`config.mk`:
```
export PLATFORM = sky130hd
export DESIGN_NAME = v2a_div
export DESIGN_NICKNAME = d
export VERILOG_FILES = /design/src/v2a_pkg.sv /design/src/v2a_div.sv
export SDC_FILE = /design/constraint.sdc
export NUM_CORES = 2
export LEC_CHECK = 0
export ABC_AREA = 0
export BUFFER_PORTS_ARGS = -buffer_cell sky130_fd_sc_hd__buf_2
export CORE_MARGIN = 5
export CORE_UTILIZATION = 45
export CTS_CLUSTER_DIAMETER = 40
export DETAILED_ROUTE_END_ITERATION = 8
export MAX_ROUTING_LAYER = met4
export PLACE_DENSITY_LB_ADDON = 0.05
export SLEW_MARGIN = 20
export SYNTH_ARGS = -nofsm -noshare
export SYNTH_HDL_FRONTEND = slang
export SYNTH_SLANG_ARGS = --single-unit
```
`constraint.sdc`:
```
create_clock -name clk -period 5 [get_ports clk]
set_input_delay 1 -clock clk [delete_from_list [all_inputs] [get_ports clk]]
set_output_delay 1 -clock clk [all_outputs]
set_load 0.05 [all_outputs]
```
`src/v2a_pkg.sv`:
```
// shared constants, operation codes and pipeline types for the 2d vector alu
// no dependencies; used by every module of the block
`timescale 1ns / 1ps
`default_nettype none

package v2a_pkg;

	localparam int FRAC_BITS = 16;
	localparam int DATA_W    = 32;
	localparam int FUNC_W    = 3;

	localparam logic [FUNC_W-1:0] FUNC_ADD   = 3'd0;
	localparam logic [FUNC_W-1:0] FUNC_SUB   = 3'd1;
	localparam logic [FUNC_W-1:0] FUNC_SCALE = 3'd2;
	localparam logic [FUNC_W-1:0] FUNC_LEN   = 3'd3;
	localparam logic [FUNC_W-1:0] FUNC_NORM  = 3'd4;

	// square root of the sum of squares
	localparam int SQ_W       = 2 * DATA_W;
	localparam int ROOT_W     = DATA_W;
	localparam int SQRT_STEPS = ROOT_W;
	localparam int SREM_W     = ROOT_W + 3;

	// normalize divider: quotient never exceeds one plus a little
	localparam int QUOT_W = FRAC_BITS + 2;
	localparam int DREM_W = DATA_W + QUOT_W;

	// item sideband carried alongside the sqrt and divide units
	localparam int META_DIV_IDX = SQRT_STEPS + 1;
	localparam int META_MAG_IDX = SQRT_STEPS + 2;
	localparam int META_LAST    = META_DIV_IDX + 1 + QUOT_W;
	localparam int META_DEPTH   = META_LAST + 1;

	typedef struct packed {
		logic [FUNC_W-1:0]        func;
		logic signed [DATA_W-1:0] res_x;
		logic signed [DATA_W-1:0] res_y;
		logic                     sat;
		logic                     neg_x;
		logic                     neg_y;
		logic [DATA_W-1:0]        ux;
		logic [DATA_W-1:0]        uy;
		logic [ROOT_W-1:0]        mag;
	} meta_t;

endpackage

`default_nettype wire

```
`src/v2a_div.sv`:
```
// pipelined restoring divider for one normalize lane: round(u * 2^frac / mag)
// depends on v2a_pkg
`timescale 1ns / 1ps
`default_nettype none

module v2a_div (
	input  wire logic                          clk,
	input  wire logic                          en,
	input  wire logic [v2a_pkg::ROOT_W-1:0]    mag,
	input  wire logic [v2a_pkg::DATA_W-1:0]    u,
	output logic [v2a_pkg::QUOT_W-1:0]         quot
);

	localparam int RW = v2a_pkg::DREM_W;
	localparam int QW = v2a_pkg::QUOT_W;
	localparam int MW = v2a_pkg::ROOT_W;

	logic [RW-1:0] rem_q [0:QW];
	logic [MW-1:0] dv_q  [0:QW];
	logic [QW-1:0] q_q   [0:QW];

	// dividend with half the divisor added for rounding
	always_ff @(posedge clk) begin
		if (en) begin
			rem_q[0] <= (RW'(u) << v2a_pkg::FRAC_BITS) + RW'(mag >> 1);
			dv_q[0]  <= mag;
			q_q[0]   <= '0;
		end
	end

	for (genvar k = 1; k <= QW; k++) begin : g_step
		logic [RW-1:0] shd;
		logic          ge;
		assign shd = RW'(dv_q[k-1]) << (QW - k);
		assign ge  = rem_q[k-1] >= shd;
		always_ff @(posedge clk) begin
			if (en) begin
				rem_q[k] <= ge ? (rem_q[k-1] - shd) : rem_q[k-1];
				dv_q[k]  <= dv_q[k-1];
				q_q[k]   <= {q_q[k-1][QW-2:0], ge};
			end
		end
	end

	assign quot = q_q[QW];

endmodule

`default_nettype wire

```
[Word-level counts from Yosys, hierarchy flattened]
Memory sizes are Yosys's and may differ from the RTL's.
Cells that the tools add are included.
Storage, ports and cells
  bits in registers: 0
  logic and storage cells: 60
  memory bits (writable): 1900
  memories: 3
Operators by class
  multiplexer cells: 20
  order comparisons: 18
  add/subtract/negate cells: 19
Memories
  rem_q: words 19, bits a word 50, read ports 18, clocked after Yosys merged registers in 0, wr ports 19, RTL line v2a_div.sv:18  | logic [RW-1:0] rem_q [0:QW];
  dv_q: words 19, bits a word 32, read ports 18, clocked after Yosys merged registers in 0, wr ports 19, RTL line v2a_div.sv:19  | logic [MW-1:0] dv_q [0:QW];
  q_q: words 19, bits a word 18, read ports 19, clocked after Yosys merged registers in 0, wr ports 19, RTL line v2a_div.sv:20  | logic [QW-1:0] q_q [0:QW];
Operator list (number)
  50-bit two-way mux: 18
  50-bit by 32-bit >= comparator with 1-bit output: 1
  50-bit by 33-bit >= comparator with 1-bit output: 1
  50-bit by 34-bit >= comparator with 1-bit output: 1
  50-bit by 35-bit >= comparator with 1-bit output: 1
  50-bit by 36-bit >= comparator with 1-bit output: 1
  50-bit by 37-bit >= comparator with 1-bit output: 1
  50-bit by 38-bit >= comparator with 1-bit output: 1
  50-bit by 39-bit >= comparator with 1-bit output: 1
  50-bit by 40-bit >= comparator with 1-bit output: 1
  50-bit by 41-bit >= comparator with 1-bit output: 1
  50-bit by 42-bit >= comparator with 1-bit output: 1
  50-bit by 43-bit >= comparator with 1-bit output: 1
  50-bit by 44-bit >= comparator with 1-bit output: 1
  50-bit by 45-bit >= comparator with 1-bit output: 1
  50-bit by 46-bit >= comparator with 1-bit output: 1
  50-bit by 47-bit >= comparator with 1-bit output: 1
  50-bit by 48-bit >= comparator with 1-bit output: 1
  50-bit by 49-bit >= comparator with 1-bit output: 1
  50-bit by 32-bit subtractor with 50-bit output: 1
  50-bit by 33-bit subtractor with 50-bit output: 1
  50-bit by 34-bit subtractor with 50-bit output: 1
  50-bit by 35-bit subtractor with 50-bit output: 1
  50-bit by 36-bit subtractor with 50-bit output: 1
  15 further kinds: 16

[Depth between registers and ports, before layout]
An unclocked memory read counts as a cell.
  depth in word-level cells: 3
  depth in mapped cells: 16
  depth with buffers taken out: 15

[Worst setup path before layout]
OpenSTA, ideal clock, no wires.
  path type: input -> register
  from: in mag[17] in the netlist's numbering
  to: mem rem_q[0][34] in the netlist's numbering, data pin
  arrival: 3.350 ns
  path slack: 1.383 ns
  stages on the path: 13
  data required time: 4.733 ns
  setup time: 0.267 ns
  cells stage by stage: ha_1 > inv_1 > fa_1 > nor2b_1 > o21ai_0 > a21boi_0 > o21ai_1 > a221oi_1 > a311o_1 > a31o_2 > a21oi_1 > nor3b_1 > xor2_1
RTL lines
  from (decl): RTL line v2a_div.sv:9  | input wire logic [v2a_pkg::ROOT_W-1:0] mag,
  to (decl): RTL line v2a_div.sv:18

==> metrics.cfg <==
[synth]
synth-warning-count=0
synth.distinct_cells=109
ys_seq_area_frac=0.5133
syn-instance-count=8091
synth_area_per_cell_um2=10.69
synth_common_cells=edfxtp_1 (1478), a21oi_1 (823), inv_1 (743)
synth_area_leaders=edfxtp_1 (51%), ha_1 (8.6%), a21oi_1 (4.8%), xnor2_1 (3.6%), inv_1 (3.2%)
yosysTopAreaCell=edfxtp_1
synth_top_area_share=0.5133
ys_ff_latch=1478
synth_edf_count=1478
synth_flop_cell=edfxtp_1
syn_nets=8766
synth_area_um2=86470
synth_async_sr_flop_share=0
synth.most_common_cell=edfxtp_1

[critical_path]
crit_buf_inv=3
endpoint_kind=flop
cp_max_fo=50
worstSetupPathType=reg -> reg
critical_path.max_stage_delay_ns=0.47
path_cells=inv_1 > ha_1 > inv_1 > fa_1 > a21o_1 > a21oi_1 > o21bai_1 > o311a_1 > o2111a_1 > o31ai_1 > and3_2 > buf_12 > mux2_1
required_ns=5.62
r2r_setup_slack_ns=0.73
crit_arrival_ns=4.90
worst_setup_path_start_kind=flop
crit_slowest_cell=and3_2
critical-path-top-cell-by-count=inv_1
crit_family=compound AO/OA/AOI/OAI gates

[finish]
fillers=17000
fin_area_um2=99510
seqCellArea_um2=44380
drive_gt1_frac=0.09829
nets=9016
post-route-util=0.5221
area_growth_pct=15.08
multi_input_area_um2=38390

[routing]
wl_per_cell_um=21.27
vias_per_cell=5.585
drt_iter0_drc=4109
drc=0
drt-total-wl_mm=235.3
num_vias=61760
ant_nets=0
drt-pass1-iter-count=6

[timing]
worstMarginPinSlew_ns=1.051
hold_viol=0
maxSlewHeadroom=0.2929
timing.fmax_mhz=234.0
final.setup.tns_ns=0
rsz0062_at_grt=false
drv_slew=0
setup_viol=0
hold_ws_ns=0.2965
fin_skew_ns=0.05459
setup_ws_ns=0.7267
fin_crit_ns=4.273
fin_crit_sh=0.8547

[clock_network]
cts_sinks=1478
cts_tree=yes
path_clk_slew_ns=0.05
cts_buffer_depth=4
post-cts-setup-buffer-count=0
ctsResizeCount=0
cts_max_level=5
postCtsHoldBufs=0
cts_made_buffers=283
cts_root_buffer=clkbuf_16
worstSkewPairLatency_ns=0.90

[global_routing]
grtUsageTotal=0.2381
gr-total-overflow=0
grt_pass1_vias=61480
grt_max_degree=112
antenna_found_initial=3
grt_pass1_wl_mm=358.5

[power_and_ir_drop]
p_int_uw=39860
power_density_nw_per_um2=629.0
power_frac_clock=0.294
ir_drop_mv=0.3564
netSwitchingPower_uw=22740
combPwrFrac=0.381
sw_frac_of_total=0.3632
p_leak_uw=0.03999
seqPwrFrac=0.324

[die]
core-area_um2=190600
die_w_um=448.3
die_area_um2=201000
floorplan.rows=160
initial_core_util=0.4537
ios=84
die_y_um=448.3

[run_status]
status=complete, no violations

[run]
cap_violations=0

[worst_hold_path]
hold_path.class=in -> reg

[place]
place.gp.congestion=0.9465
dp_hpwl_mm=183.5
portBuffers=83
preCtsSetupSlack_ns=0.7251
placed_cell_area_um2=90290

-- per-layer routing --
metal / GRT usage / routed length [um]
met1: 0.2889 / 100600
met5: - / 0
met2: 0.4056 / 116400
met3: 0.03125 / 8915
met4: 0.09245 / 9322
-- through the flow --
step                      cells  power, uW
after floorplan            8091      37060
after global placement    10570      44140
after detailed placement  10570      44190
after CTS                 11060      63040
after global routing      11060      66550
final                     11060      62590
-- state kept, by name, summed over array words and instances, names as in the netlist --
register	flops
dv_q	576
q_q	171
rem_q	731
-- power by group through the flow --
stage,sequential [uW],clock [uW],combinational [uW]
6_report,20300,18400,23900
5_1_grt,20600,19500,26500
3_3_place_gp,20500,0,23600
2_1_floorplan,19300,0,17800
4_1_cts,20300,18900,23800
3_5_place_dp,20500,0,23700
-- layout make-up --
type	instances	area share
Clock inverter	179	0.01954
Inverter	748	0.02824
Sequential cell	1478	0.4460
Antenna cell	1	0.00002515
Timing Repair Buffer	194	0.01569
Tap cell	2511	0.03157
Multi-Input combinational cell	5636	0.3858
Clock buffer	311	0.07308
-- worst register-to-register path, cell delays in order, from the launching register on --
cell and delay, ns:
edfxtp_1 0.41, inv_1 0.11, ha_1 0.18, inv_1 0.06
fa_1 0.40, a21o_1 0.20, a21oi_1 0.21, o21bai_1 0.13
o311a_1 0.39, o2111a_1 0.34, o31ai_1 0.46, and3_2 0.47
buf_12 0.26, mux2_1 0.40
-- final timing paths --
path | start | end | cells after the start
max | dv_q[15][3] | rem_q[16][3] | 13
min | mag[0] | dv_q[0][0] | 1
max reg2reg | dv_q[15][3] | rem_q[16][3] | 13
min reg2reg | q_q[17][2] | q_q[18][3] | 0
-- cell usage in the layout, fill, tap and decap left out, types with 46 or more instances in the layout --
master        n
ha_1        591
nand2b_1     76
clkbuf_16   287
edfxtp_1   1478
nor3_1      123
or3_1        50
nand4_1     134
o21a_1       57
nand2_1     579
nor2b_1      75
inv_1       742
nor4_1       76
o21ai_0     459
xnor2_1     359
nor2_1      584
o21bai_1     74
a31oi_1      53
and3_1       56
xor2_1      272
a21oi_1     823
nand3_1     150
buf_4        86
buf_2        83
a211oi_1     48
mux2_2       75
a21o_1      311
o31ai_1      46
-- logic make-up after synthesis --
group / Yosys count / share of synthesized area
xor gates and xnor gates: 631 / 0.06392
DFF: 1478 / 0.5133
and+or+nand+nor: 2090 / 0.1169
buffers and inverters: 977 / 0.04415
AOI/OAI and AO/OA: 2201 / 0.1580
adders and majority gates: 609 / 0.08969
muxes: 105 / 0.01401
(Power assumes the default switching activity.)
