File: config.mk
export PLATFORM = sky130hd
export DESIGN_NAME = v2a_sqrt
export DESIGN_NICKNAME = d
export VERILOG_FILES = /design/src/v2a_pkg.sv /design/src/v2a_sqrt.sv
export SDC_FILE = /design/constraint.sdc
export NUM_CORES = 2
export LEC_CHECK = 0
export ABC_AREA = 0
export CAP_MARGIN = 20
export CORE_UTILIZATION = 65
export CTS_CLUSTER_DIAMETER = 100
export CTS_CLUSTER_SIZE = 12
export DETAILED_ROUTE_END_ITERATION = 8
export DONT_BUFFER_PORTS = 1
export PLACE_DENSITY = 0.81
export SLEW_MARGIN = 5
export SYNTH_ARGS = -nofsm -noshare
export SYNTH_HDL_FRONTEND = slang
export SYNTH_MEMORY_MAX_BITS = 65536
export SYNTH_SLANG_ARGS = --single-unit
File: constraint.sdc
create_clock -name clk -period 6.8 [get_ports clk]
set_clock_uncertainty 0.1 [all_clocks]
set_input_delay 0.68 -clock clk [delete_from_list [all_inputs] [get_ports clk]]
set_output_delay 0.68 -clock clk [all_outputs]
set_load 0.05 [all_outputs]
File: src/v2a_pkg.sv
// shared constants, operation codes and pipeline types for the 2d vector alu
// no dependencies; used by every module of the block
`timescale 1ns / 1ps
`default_nettype none

package v2a_pkg;

	localparam int FRAC_BITS = 16;
	localparam int DATA_W    = 32;
	localparam int FUNC_W    = 3;

	localparam logic [FUNC_W-1:0] FUNC_ADD   = 3'd0;
	localparam logic [FUNC_W-1:0] FUNC_SUB   = 3'd1;
	localparam logic [FUNC_W-1:0] FUNC_SCALE = 3'd2;
	localparam logic [FUNC_W-1:0] FUNC_LEN   = 3'd3;
	localparam logic [FUNC_W-1:0] FUNC_NORM  = 3'd4;

	// square root of the sum of squares
	localparam int SQ_W       = 2 * DATA_W;
	localparam int ROOT_W     = DATA_W;
	localparam int SQRT_STEPS = ROOT_W;
	localparam int SREM_W     = ROOT_W + 3;

	// normalize divider: quotient never exceeds one plus a little
	localparam int QUOT_W = FRAC_BITS + 2;
	localparam int DREM_W = DATA_W + QUOT_W;

	// item sideband carried alongside the sqrt and divide units
	localparam int META_DIV_IDX = SQRT_STEPS + 1;
	localparam int META_MAG_IDX = SQRT_STEPS + 2;
	localparam int META_LAST    = META_DIV_IDX + 1 + QUOT_W;
	localparam int META_DEPTH   = META_LAST + 1;

	typedef struct packed {
		logic [FUNC_W-1:0]        func;
		logic signed [DATA_W-1:0] res_x;
		logic signed [DATA_W-1:0] res_y;
		logic                     sat;
		logic                     neg_x;
		logic                     neg_y;
		logic [DATA_W-1:0]        ux;
		logic [DATA_W-1:0]        uy;
		logic [ROOT_W-1:0]        mag;
	} meta_t;

endpackage

`default_nettype wire

File: src/v2a_sqrt.sv
// pipelined integer square root of the merged sum of squares, rounded to nearest
// depends on v2a_pkg
`timescale 1ns / 1ps
`default_nettype none

module v2a_sqrt (
	input  wire logic                          clk,
	input  wire logic                          en,
	input  wire logic [v2a_pkg::SQ_W-1:0]      sq_x,
	input  wire logic [v2a_pkg::SQ_W-1:0]      sq_y,
	output logic [v2a_pkg::ROOT_W-1:0]         mag
);

	localparam int SW = v2a_pkg::SQ_W;
	localparam int RW = v2a_pkg::ROOT_W;
	localparam int MW = v2a_pkg::SREM_W;
	localparam int N  = v2a_pkg::SQRT_STEPS;

	logic [SW-1:0] rad_q  [0:N];
	logic [MW-1:0] rem_q  [0:N];
	logic [RW-1:0] root_q [0:N];
	logic [RW-1:0] mag_q;

	// merge the two lanes
	always_ff @(posedge clk) begin
		if (en) begin
			rad_q[0]  <= sq_x + sq_y;
			rem_q[0]  <= '0;
			root_q[0] <= '0;
		end
	end

	// one result bit per stage
	for (genvar k = 1; k <= N; k++) begin : g_step
		logic [MW-1:0] cand;
		logic [MW-1:0] trial;
		logic          ge;
		assign cand  = {rem_q[k-1][MW-3:0], rad_q[k-1][SW-1:SW-2]};
		assign trial = {1'b0, root_q[k-1], 2'b01};
		assign ge    = cand >= trial;
		always_ff @(posedge clk) begin
			if (en) begin
				rad_q[k]  <= {rad_q[k-1][SW-3:0], 2'b00};
				rem_q[k]  <= ge ? (cand - trial) : cand;
				root_q[k] <= {root_q[k-1][RW-2:0], ge};
			end
		end
	end

	// remainder above root means the fraction is over one half
	always_ff @(posedge clk) begin
		if (en) begin
			mag_q <= root_q[N] + RW'(rem_q[N] > MW'(root_q[N]));
		end
	end

	assign mag = mag_q;

endmodule

`default_nettype wire

# [Word level (Yosys, flattened, before mapping)]
# Memory sizes are Yosys's and may differ from the RTL's.
# Cells that the tools add are included.
# Widths: inputs -> output; s select.
[totals] ff_bits=32 ramBits=4323 output_inout_bits=32 mem_count=3 word_cells=105
[mem_list] name="rad_q" depth=33 width=64 rd=32 rd_ports_with_merged_regs=0 wr=33 line_no="v2a_sqrt.sv:19" rtl="logic [SW-1:0] rad_q [0:N];"
[mem_list] name="rem_q" depth=33 width=35 rd=33 rd_ports_with_merged_regs=0 wr=33 line_no="v2a_sqrt.sv:20" rtl="logic [MW-1:0] rem_q [0:N];"
[mem_list] name="root_q" depth=33 width=32 rd=33 rd_ports_with_merged_regs=0 wr=33 line_no="v2a_sqrt.sv:21" rtl="logic [RW-1:0] root_q [0:N];"
[op_classes] n_lt_le_gt_ge=33 muxes=34 addsub=34
[ops] operator="$ge 35x34->1" count=32
[ops] operator="$mux 35" count=32
[ops] operator="$sub 35x34->35" count=32
[ops] operator="$add 64x64->64" count=1
[ops] operator="$gt 35x32->1" count=1
[ops] operator="$add 32x1->32" count=1
[ops] operator="$mux 1" count=2

# [Logic depth before layout (Yosys ltp)]
# An unclocked memory read counts as a cell.
[logic_depth] depth_word=3 mapped_depth=20 ltp_nobuf=20

# [Worst setup path after synthesis]
# Ideal clock, no wire load.
[synth_timing] kind="input port to flip-flop" start="input sq_x[1] (netlist name)" end="memory rad_q[0][49] (netlist name) (data pin)" slack_ps=3158 path_stages=11 setup_time_ps=265 t_arrival_ps=3277 required_ps=6435 path_buffers=0 path_cell_list="ha_1 > a211oi_1 > o21bai_1 > o21ai_0 > a31o_2 > o31a_1 > o21ai_0 > a2111oi_0 > o21ai_0 > a21boi_0 > xnor2_1"
[synth_rtl] element="start, declared" line_no="v2a_sqrt.sv:9" rtl="input wire logic [v2a_pkg::SQ_W-1:0] sq_x,"
[synth_rtl] element="end, declared" line_no="v2a_sqrt.sv:19"

==> out/metrics.cfg <==
[critical_path]
crit_family = buffers and inverters
cp.required_ns = 7.19
path_cells = buf_16, buf_16, buf_16, buf_16, buf_16, buf_16, buf_16, bufbuf_16
critPathCaptureType = flop
crit_fanout = 260
cpPeakStageDelay_ns = 0.78
cp_num_buf_inv = 8
startpoint_type = input pin
r2r-start = rem_q[0][1086]$_DFFE_PP_
crit_slowest_cell = bufbuf_16
arrival_ns = 6.32
path_common_cell = buf_16
worst-path-stages = 8
r2r-end = rem_q[0][1124]$_DFFE_PP_
ff2ff_setup_slack_ns = 1.51
worstSetupPathType = in2reg
reg2reg_depth = 12

[grt]
grt_pass1_wl_um = 409200
grt-ovfl-total = 0
grt_use_total_pct = 26.66
grt_max_degree = 273
antenna_found_initial = 9
grt_pass1_vias = 75370

[logic_synthesis]
netlist_area_um2 = 125600
ys_seq_area_share_pct = 62.76
postSynthCellCount = 9996
avgSynthCellArea_um2 = 12.56
synth_top_family_by_area = compound AO/OA/AOI/OAI gates
synth_xor_area_share_pct = 6.451
yosysTopAreaCellShare_pct = 62.76
synthAdderAreaFrac_pct = 6.591
yosysTopAreaCell = edfxtp_1
synth_compound_gate_area_share_pct = 10.46
synth_seq_cells = 2625
syn-num-nets = 10790
synth_flop_cell = edfxtp_1
synth_area_leaders = edfxtp_1 (63%), ha_1 (6.6%), xor2_1 (3.2%)
synth_cell_types = 91
ys_warn_count = 0
synth_mux_area_share_pct = 0.5948
synth_edf_count = 2625
async_reset_ff_share_pct = 0
synth-simple-area-share_pct = 10.24

[sta]
rsz0062_at_grt = no
fin_crit_ns = 5.934
finalSetupViolCount = 0
slew_viol_final = 0
fmax_ghz = 0.1685
hold_violations = 0
period_share_pct = 87.27
max_slew.worst_pin.slew_ns = 1.309
maxSlewHeadroom_pct = 12.73

[clock_network]
clk_pin_slew_ns = 0.06
h-tree-depth = 4
cts_setup_buffers = 0
clk_latency_ns = 0.91
cts_tree = yes
cts_root_buf = clkbuf_16
cts_buffers = 236
cts_sinks = 2625
clockBufferDepth = 3

[drt]
drt_first_iter_violations = 7412
antenna_left = 0
detail_route.wl_per_cell_um = 20.79
drt_first_pass_iters = 6
routed_wl_um = 262200
via_count = 77750
drc = 0
routed_via_density = 6.164

[final_layout]
finalNonFillerCells = 12610
drive_above_1_share_pct = 4.644
final_nets = 10880
area_growth_pct = 7.576
final_common_cell = edfxtp_1
layout_common_cells = edfxtp_1 (2625), inv_1 (765), nand2_1 (748), ha_1 (660), a21oi_1 (623)

[worst_hold_path]
holdPathEnd = rad_q[0][63]$_DFFE_PP_
hp-start = sq_x[63]
hp-class = in2reg
worstHoldPathCells = 2

[power_and_ir_drop]
pwr_density_cell_nw_per_um2 = 325.8
p_leak_nw = 51.42
vdd_ir_drop_max_mv = 0.2645
p_total_mw = 44.02

[placed_design]
dp_cells = 12350
portBuffers = 0
dp_hpwl_um = 179400
routabilityCongestion = 0.9149

[outcome]
status = finished, final reports clean

[floorplan]
die_w_um = 441.6
fp.dieArea_um2 = 195000
start_util_pct = 65.76
fp.dieH_um = 441.6
rows = 160
coreArea_um2 = 191000
pin_count = 162

[run]
cap_violations = 0

cell usage after synthesis, drive strengths merged, types with 181 or more instances:
| library cell | number |
|---|---|
| o21ai | 589 |
| ha | 660 |
| nor2 | 611 |
| nor3 | 232 |
| inv | 767 |
| edfxtp | 2625 |
| a21o | 246 |
| xnor2 | 461 |
| xor2 | 464 |
| nand2 | 750 |
| a21oi | 624 |
| nand3 | 181 |
| clkbuf | 182 |
cell families (layout without fill, tap and decap cells):
group / Yosys count / after routing
flip-flops: 2625 / 2625
AND/OR/NAND/NOR: 2628 / 2628
adder cells (fa/ha/maj): 661 / 661
multiplexers: 67 / 67
XOR/XNOR: 925 / 925
buffers and inverters: 966 / 1070
AO/OA/AOI/OAI: 2123 / 2123
other: 1 / 3
final cells by class:
cell class	count	area, um2
fill	12670	55870
sequential	2625	78830
clock buffer	237	5931
clock inverter	14	371.6
tap	2511	3142
antenna	2	5.005
inverter	767	2879
timing repair buffer	52	740.7
multi-input combinational	6405	43210
worst max path at each step:
stage          slack [ns]                         to     from
2_1_floorplan        3.16     rad_q[0][49]$_DFFE_PP_  sq_x[1]
3_3_place_gp        -1.63   rem_q[0][1112]$_DFFE_PP_       en
3_5_place_dp        -1.93  root_q[0][1053]$_DFFE_PP_       en
4_1_cts              0.26  root_q[0][1034]$_DFFE_PP_       en
5_1_grt              0.37          mag[13]$_DFFE_PP_       en
6_report             0.87   root_q[0][956]$_DFFE_PP_       en
worst register-to-register path, stage by stage, from the launching register on:
cell and delay [ns]:
edfxtp_1 0.40, ha_1 0.38, nor3_1 0.17, a211oi_1 0.09, buf_4 0.17, a2111oi_0 0.62, o31ai_1 0.22, a211oi_1 0.81
o21ai_1 0.24, nand2b_1 0.28, a31oi_4 0.78, buf_4 0.38, mux2_2 0.38
flip-flops by register name, summed over array words and instances (netlist names):
register / flops
rem_q: 1009
mag: 32
root_q: 528
rad_q: 1056
report_power, final:
part	internal [mW]	total (mW)	switching (mW)
registers	20.7	22.2	1.48
logic	4.16	10.1	5.95
clock network	6.15	11.7	5.58
routing by layer:
| layer | vias to the layer above | global-route usage [%] | routed length (um) |
|---|---|---|---|
| met4 | 2 | 9.110 | 9088 |
| met5 | - | 0 | 13 |
| met1 | 37360 | 35.42 | 109000 |
| li1 | 36930 | - | - |
| met2 | 2815 | 45.50 | 128700 |
| met3 | 643 | 3.332 | 15400 |
through the flow:
step | hold slack [ns] | setup TNS (ns) | util (%) | setup slack [ns] | cell area [um2]
floorplan | 0.3003 | 0 | - | 3.158 | 125600
global placement | 0.3004 | -600.94 | 67.31 | -1.632 | 128500
detailed placement | 0.3045 | -752.46 | 67.32 | -1.927 | 128600
CTS | 0.01044 | 0 | 70.68 | 0.2597 | 135000
global route | 0.04110 | 0 | 70.74 | 0.3719 | 135100
finish | 0.07952 | 0 | 70.74 | 0.8658 | 135100
what timing repair did:
item                       in CTS  in global routing
hold endpoints to repair        2                  0
gates cloned                    3                  1
setup endpoints to repair     280                140
resized for setup               0                  0
hold buffers                    3                  0
No activity file was read; power rests on OpenSTA's default activity.
