### src/v2a_pkg.sv
// shared constants, operation codes and pipeline types for the 2d vector alu
// no dependencies; used by every module of the block
`timescale 1ns / 1ps
`default_nettype none

package v2a_pkg;

	localparam int FRAC_BITS = 16;
	localparam int DATA_W    = 32;
	localparam int FUNC_W    = 3;

	localparam logic [FUNC_W-1:0] FUNC_ADD   = 3'd0;
	localparam logic [FUNC_W-1:0] FUNC_SUB   = 3'd1;
	localparam logic [FUNC_W-1:0] FUNC_SCALE = 3'd2;
	localparam logic [FUNC_W-1:0] FUNC_LEN   = 3'd3;
	localparam logic [FUNC_W-1:0] FUNC_NORM  = 3'd4;

	// square root of the sum of squares
	localparam int SQ_W       = 2 * DATA_W;
	localparam int ROOT_W     = DATA_W;
	localparam int SQRT_STEPS = ROOT_W;
	localparam int SREM_W     = ROOT_W + 3;

	// normalize divider: quotient never exceeds one plus a little
	localparam int QUOT_W = FRAC_BITS + 2;
	localparam int DREM_W = DATA_W + QUOT_W;

	// item sideband carried alongside the sqrt and divide units
	localparam int META_DIV_IDX = SQRT_STEPS + 1;
	localparam int META_MAG_IDX = SQRT_STEPS + 2;
	localparam int META_LAST    = META_DIV_IDX + 1 + QUOT_W;
	localparam int META_DEPTH   = META_LAST + 1;

	typedef struct packed {
		logic [FUNC_W-1:0]        func;
		logic signed [DATA_W-1:0] res_x;
		logic signed [DATA_W-1:0] res_y;
		logic                     sat;
		logic                     neg_x;
		logic                     neg_y;
		logic [DATA_W-1:0]        ux;
		logic [DATA_W-1:0]        uy;
		logic [ROOT_W-1:0]        mag;
	} meta_t;

endpackage

`default_nettype wire

### src/v2a_lane.sv
// one component lane: add/sub, scale multiply with rounding and saturation, square
// depends on v2a_pkg
`timescale 1ns / 1ps
`default_nettype none

module v2a_lane (
	input  wire logic                                  clk,
	input  wire logic                                  en,
	input  wire logic [v2a_pkg::FUNC_W-1:0]            func_s1,
	input  wire logic [v2a_pkg::FUNC_W-1:0]            func_s2,
	input  wire logic signed [v2a_pkg::DATA_W-1:0]     a,
	input  wire logic signed [v2a_pkg::DATA_W-1:0]     b,
	input  wire logic signed [v2a_pkg::DATA_W-1:0]     sf,
	output logic signed [v2a_pkg::DATA_W-1:0]          res,
	output logic                                       sat,
	output logic [v2a_pkg::SQ_W-1:0]                   sq,
	output logic                                       neg,
	output logic [v2a_pkg::DATA_W-1:0]                 ua
);

	localparam int W  = v2a_pkg::DATA_W;
	localparam int PW = 2 * W;

	logic signed [W-1:0]  mult;
	logic signed [PW-1:0] prod_s2;
	logic signed [W:0]    sum_s2;
	logic signed [W-1:0]  a_s2;
	logic signed [PW:0]   rnd_sum;
	logic signed [PW:0]   shifted;
	logic                 sc_hi, sc_lo, as_hi, as_lo;

	// squares reuse the scale multiplier
	assign mult = (func_s1 == v2a_pkg::FUNC_SCALE) ? sf : a;

	always_ff @(posedge clk) begin
		if (en) begin
			prod_s2 <= a * mult;
			if (func_s1 == v2a_pkg::FUNC_SUB) begin
				sum_s2 <= {a[W-1], a} - {b[W-1], b};
			end else begin
				sum_s2 <= {a[W-1], a} + {b[W-1], b};
			end
			a_s2 <= a;
		end
	end

	// round to nearest, ties up, then floor shift
	assign rnd_sum = {prod_s2[PW-1], prod_s2} + ((PW+1)'(1) << (v2a_pkg::FRAC_BITS - 1));
	assign shifted = rnd_sum >>> v2a_pkg::FRAC_BITS;
	assign sc_hi   = !shifted[PW] && (|shifted[PW-1:W-1]);
	assign sc_lo   = shifted[PW] && !(&shifted[PW-1:W-1]);
	assign as_hi   = !sum_s2[W] && sum_s2[W-1];
	assign as_lo   = sum_s2[W] && !sum_s2[W-1];

	always_comb begin
		res = '0;
		sat = 1'b0;
		case (func_s2)
			v2a_pkg::FUNC_ADD, v2a_pkg::FUNC_SUB: begin
				sat = as_hi | as_lo;
				if (as_hi) res = {1'b0, {(W-1){1'b1}}};
				else if (as_lo) res = {1'b1, {(W-1){1'b0}}};
				else res = sum_s2[W-1:0];
			end
			v2a_pkg::FUNC_SCALE: begin
				sat = sc_hi | sc_lo;
				if (sc_hi) res = {1'b0, {(W-1){1'b1}}};
				else if (sc_lo) res = {1'b1, {(W-1){1'b0}}};
				else res = shifted[W-1:0];
			end
			default: begin
				res = '0;
				sat = 1'b0;
			end
		endcase
	end

	assign sq  = prod_s2;
	assign neg = a_s2[W-1];
	assign ua  = neg ? (-a_s2) : a_s2;

endmodule

`default_nettype wire

### config.mk
export PLATFORM = sky130hd
export DESIGN_NAME = v2a_lane
export DESIGN_NICKNAME = d
export VERILOG_FILES = /design/src/v2a_pkg.sv /design/src/v2a_lane.sv
export SDC_FILE = /design/constraint.sdc
export NUM_CORES = 2
export LEC_CHECK = 0
export BUFFER_PORTS_ARGS = -buffer_cell sky130_fd_sc_hd__buf_2
export CORE_UTILIZATION = 45
export CTS_CLUSTER_SIZE = 14
export DETAILED_ROUTE_END_ITERATION = 10
export GPL_TIMING_DRIVEN = 0
export HOLD_SLACK_MARGIN = 0.03
export REMOVE_ABC_BUFFERS = 1
export SLEW_MARGIN = 20
export SYNTH_ARGS = -nofsm -noshare
export SYNTH_HDL_FRONTEND = slang
export SYNTH_SLANG_ARGS = --single-unit
### constraint.sdc
create_clock -name clk -period 21.9 [get_ports clk]
set_input_delay 2.19 -clock clk [delete_from_list [all_inputs] [get_ports clk]]
set_output_delay 2.19 -clock clk [all_outputs]
set_load 0.02 [all_outputs]
* Yosys cells after proc, flatten, opt, wreduce, memory -nomap -nowiden
Index checks and enable logic that the tools add are counted.
** Storage, ports and cells
- Flip-flop bits (word level) :: 129
- Output and inout bits :: 130
- Logic and storage cells :: 35
** Operators by class
- Multiplexer cells :: 9
- Bitwise gates (word level) :: 2
- Eq/ne operators :: 4
- Add/sub/neg operators :: 4
- Reductions and logical operators :: 12
- $mul :: 1
** Operators with widths (count)
- $mux W32 :: 6
- $add A64 B17 Y65 const B :: 1
- $mul A32 B32 Y64 :: 1
- $pmux W32 S2 :: 1
- $add A32 B32 Y33 :: 1
- $mux W33 :: 1
- $sub A32 B32 Y33 :: 1
- $neg A32 Y32 :: 1
- $reduce_and A18 Y1 :: 1
- $reduce_or A18 Y1 :: 1
- $eq A3 B1 Y1 const B :: 2
- $eq A3 B2 Y1 const B :: 2
- $logic_and A1 B1 Y1 :: 4
- $logic_not A1 Y1 :: 4
- $logic_not A3 Y1 :: 1
- $or A1 B1 Y1 :: 2
- $pmux W1 S2 :: 1
- $reduce_or A2 Y1 :: 1

* Depth between registers and ports, before layout
- Word-level depth :: 7
- Gate-level depth with buffers :: 35
- Mapped depth without buffers :: 32

* Worst setup path before layout
No wires, ideal clock.
- Kind :: input -> register
- Start point :: input func_s1[2] (netlist name)
- End point :: register prod_s2[62], in the netlist sq[62], data pin
- Required time :: 21.637 ns
- Data arrival time :: 10.539 ns
- Path slack :: 11.098 ns
- Library setup time :: 0.263 ns
- Stages :: 34
- Cell sequence :: nor2_1 > and2_1 > clkbuf_1 > clkbuf_1 > nand2_1 > nand2_1 > clkbuf_1 > nand2_1 > inv_1 > fa_1 > inv_1 > fa_1 > fa_1 > inv_1 > fa_1 > inv_1 > fa_1 > inv_1 > fa_1 > inv_1 > fa_1 > inv_1 > fa_1 > ha_1 > clkbuf_1 > a21o_1 > a21o_1 > a21oi_1 > nand2_1 > a2111o_1 > a31oi_1 > o31ai_1 > a311oi_1 > xnor2_1
** On the way
- Word-level cells in the longest chain between the ends :: 3
** RTL lines
- from (decl) :: RTL line v2a_lane.sv:9 : input wire logic [v2a_pkg::FUNC_W-1:0] func_s1,
- $eq A3 B2 Y1 :: RTL line v2a_lane.sv:33 : assign mult = (func_s1 == v2a_pkg::FUNC_SCALE) ? sf : a;
- $mux W32 :: RTL line v2a_lane.sv:33
- $mul A32 B32 Y64 :: RTL line v2a_lane.sv:37 : prod_s2 <= a * mult;
- to (signal assigned) :: RTL line v2a_lane.sv:37
- to (decl) :: RTL line v2a_lane.sv:25 : logic signed [PW-1:0] prod_s2;
Every way passes these cells.
A chain may end at the register's enable or synchronous reset.

* Final worst setup path
Same ends and word-level chain as after synthesis.

==> impl_results.rst <==
.. list-table::
   :header-rows: 1

   * - Metric
     - Value
   * - CTS root buf
     - clkbuf_16
   * - Category of cells accounting for the largest share of critical-path delay
     - adder cells
   * - Flip-flop cell with the highest count after synthesis
     - edfxtp_1
   * - Crit end category
     - flop
   * - Post-Route Utilization
     - 48.9%
   * - Routability-driven placement congestion ratio
     - between 0.9 and 1
   * - Maximum net fanout on the critical path
     - 18
   * - Number of enable flip-flop cells after synthesis
     - 129
   * - Number of filler instances in the final layout
     - 9321
   * - Longest individual stage delay on the worst path
     - 960 ps
   * - Std-Cell Rows
     - 115
   * - Resized cells post-CTS
     - 0
   * - Top achievable clock speed
     - 80.6 MHz
   * - XOR/XNOR Fraction of Synth Area
     - 3.73%
   * - Final WL
     - 138000 um
   * - Post-place setup slack
     - 9030 ps
   * - Critical setup path kind
     - input pin to flop
   * - # Max-Cap Violations
     - 0
   * - Net count reported at finish
     - 6217
   * - Total clock sinks
     - 129
   * - Total placed instance area
     - 47600 um2
   * - CTS tree
     - built
   * - Cell type of the slowest stage on the worst timing path
     - fa_1
   * - Simple-gate share of the synthesized area
     - 16.4%
   * - Critical path launch point type
     - input pin
   * - Flip-flop and latch count after synthesis
     - 129
   * - Most used cell along the critical path
     - fa_1
   * - Met2 routed wirelength
     - 67700 um
   * - CORE AREA
     - ~100000 um2
   * - Compound-cell area share of the yosys netlist
     - 6.07%
   * - Count of pins over their slew limit
     - 0
   * - Result of the run
     - finished clean
   * - Number of vias after detailed routing
     - 33500
   * - First-pass DRT Iterations
     - 5
   * - Number of design rule violations left after detail routing
     - 0
   * - Largest family of logic cells by synthesized area
     - adder cells
   * - Pin count of the biggest net entering global routing
     - 70
   * - Final period demand of the worst path
     - between 10000 and 15000 ps
   * - Wire length of the first global-routing pass
     - 216000 um
   * - Final setup violating endpoints
     - 0
   * - Height of the die
     - 318 um
   * - Hold Fails Final Rpt
     - 0
   * - Number of global-route vias before repair
     - 36000
   * - Floorplan die area
     - 101000 um2
   * - Final cell area excluding filler cells
     - 48200 um2
   * - Remaining antenna violation count
     - 0
   * - Worst path buffer plus inverter count
     - 10
   * - # H-tree levels
     - 4
   * - Count of routing violations after the opening detailed-route iteration
     - 2362
   * - I/O pin count
     - 234
   * - Width of the die
     - 318 um
   * - Port-buffer cells
     - 233
   * - Post-CTS repair timing setup buffer count
     - 0
   * - Clock slew seen by the registers of the worst setup and hold paths
     - 60 ps
   * - Fraction of the yosys area taken by sequential cells
     - 8.63%
   * - Overflow left after global routing
     - 0
   * - Antenna violations before repair
     - 3
   * - Detailed-route wire length per cell
     - approximately 23 um
   * - Setup repair after global routing missed its margin
     - no
   * - Summed negative setup slack over all endpoints
     - 0 ps
   * - Highest routed metal layer
     - met4
   * - Ys async rst share
     - 0%
   * - Number of warning messages in the yosys log
     - 0
   * - Share of final-layout standard cells stronger than drive strength 1
     - between 7 and 8%
   * - Average via count per standard cell
     - 5.48
   * - Synthesized area per cell
     - 9.41 um2
   * - Combined area of all synthesized cells
     - around 45000 um2
   * - Total global-route track usage
     - 28.2%
   * - End point of the most critical hold path
     - sq[0]
   * - Total routed wire length on the met1 layer
     - 57600 um
   * - Share of synthesized cell area in full adder, half adder and majority cells
     - 54.5%
   * - Met3 Wirelength
     - 8520 um
   * - Slew @ Worst Pin
     - 1200 ps
   * - Total clock buffers created by CTS
     - 17
   * - Min-Delay Path Class
     - input pin to flop
   * - Area taken by multi-input logic gates
     - 36500 um2
   * - Post-Synthesis Cells
     - 4769
   * - Estimated wirelength of the detail-placed design
     - 105000 um
   * - Period utilization
     - between 50% and 60%
   * - Effective utilization at floorplan
     - between 40 and 50%
   * - Worst slew margin relative to its limit
     - 19.8%
   * - Arrival time reported for the critical path endpoint
     - 12600 ps
   * - Maximum buffer depth of the clock tree
     - 2
   * - Start point of the worst hold path
     - sf[0]
   * - Slack of the critical path
     - 9490 ps
   * - Hold bufs inserted after CTS
     - 0
   * - P&R area growth vs syn
     - 7.46%
   * - Count of unique library cells instantiated by Yosys
     - 68
   * - Required time worst endpoint
     - 22090 ps
   * - Worst hold stages
     - 3
   * - Multiplexer share of the synthesized area
     - 0.226%
   * - Storage element area
     - between 3000 and 4000 um2
==> stage by stage <==
| stage | hold slack, ps | cells |
|---|---|---|
| floorplan | 2290 | 4524 |
| global placement | 2500 | 6044 |
| detailed placement | 2560 | 6075 |
| CTS | 2110 | 6107 |
| global route | 2120 | 6108 |
| finish | 2120 | 6109 |
==> kinds of logic (layout without fill, tap and decap cells) <==
logic type	after synthesis	after routing
mux	10	10
xor+xnor	191	191
fa+ha+maj	1305	1305
other cells	0	1
flops	129	129
buf+inv	1245	1297
simple gates	1466	1466
compound gates	423	423
==> state kept, by name, summed over array words and instances (netlist names) <==
name	cells
a_s2	32
sq	64
sum_s2	33
==> worst max path at each step <==
| stage | cells after the start | endpoint | slack (ps) | start |
|---|---|---|---|---|
| floorplan | 23 | sq[62] | 10220 | func_s1[2] |
| finish | 33 | sq[62] | 9490 | func_s1[2] |
| global route | 33 | sq[62] | 8990 | func_s1[2] |
| detailed placement | 33 | sq[62] | 9030 | func_s1[2] |
| CTS | 33 | sq[62] | 9510 | func_s1[2] |
| global placement | 23 | sq[45] | 4420 | func_s1[2] |
==> Yosys cell counts, types with 25 or more instances <==
library cell,number,share of area (%)
xnor2_1,135,2.6
nor2_1,112,0.94
edfxtp_1,129,8.6
nand2_1,615,5.1
nand4_1,31,0.43
nand3_1,44,0.49
and3_1,25,0.35
nor2b_1,159,2.2
a21o_1,53,0.89
inv_1,1000,8.4
clkbuf_1,234,2.0
o21a_1,25,0.42
and2_1,362,5.0
o21ai_0,81,0.90
xor2_1,56,1.1
ha_1,222,6.2
fa_1,1083,48
a21oi_1,122,1.4
==> layout by cell type, fill, tap and decap left out, drive strengths merged, types with 14 or more instances in the layout <==
master,instances
and3,25
o21ai,82
clkbuf,18
a31oi,15
nor2b,159
nand4,32
nor3,23
nand3,44
a21o,53
xor2,56
o21a,25
nor2,112
xnor2,135
ha,222
edfxtp,129
nand2b,22
nand2,615
or2,14
inv,1000
buf,265
a21oi,122
and2,365
fa,1083
o221ai,19
o31ai,16
or3,14
==> routing by layer <==
metal,track usage (%),vias to the layer above
met5,0,-
met4,7.45,0
met2,48.3,1255
met3,2.52,222
met1,38.2,17600
li1,-,14400
==> final cells by class <==
type	count	area share (%)
clock buffer	18	0.890
multi-input combinational	3395	75.7
tap	1287	3.34
sequential	129	8.03
inverter	1000	7.78
timing repair buffer	265	3.99
clock inverter	14	0.296
antenna	1	0.00519
Power is left out: the tool's default activity adds up to more than one toggle a clock period on the data nets, which glitch-free logic cannot reach.
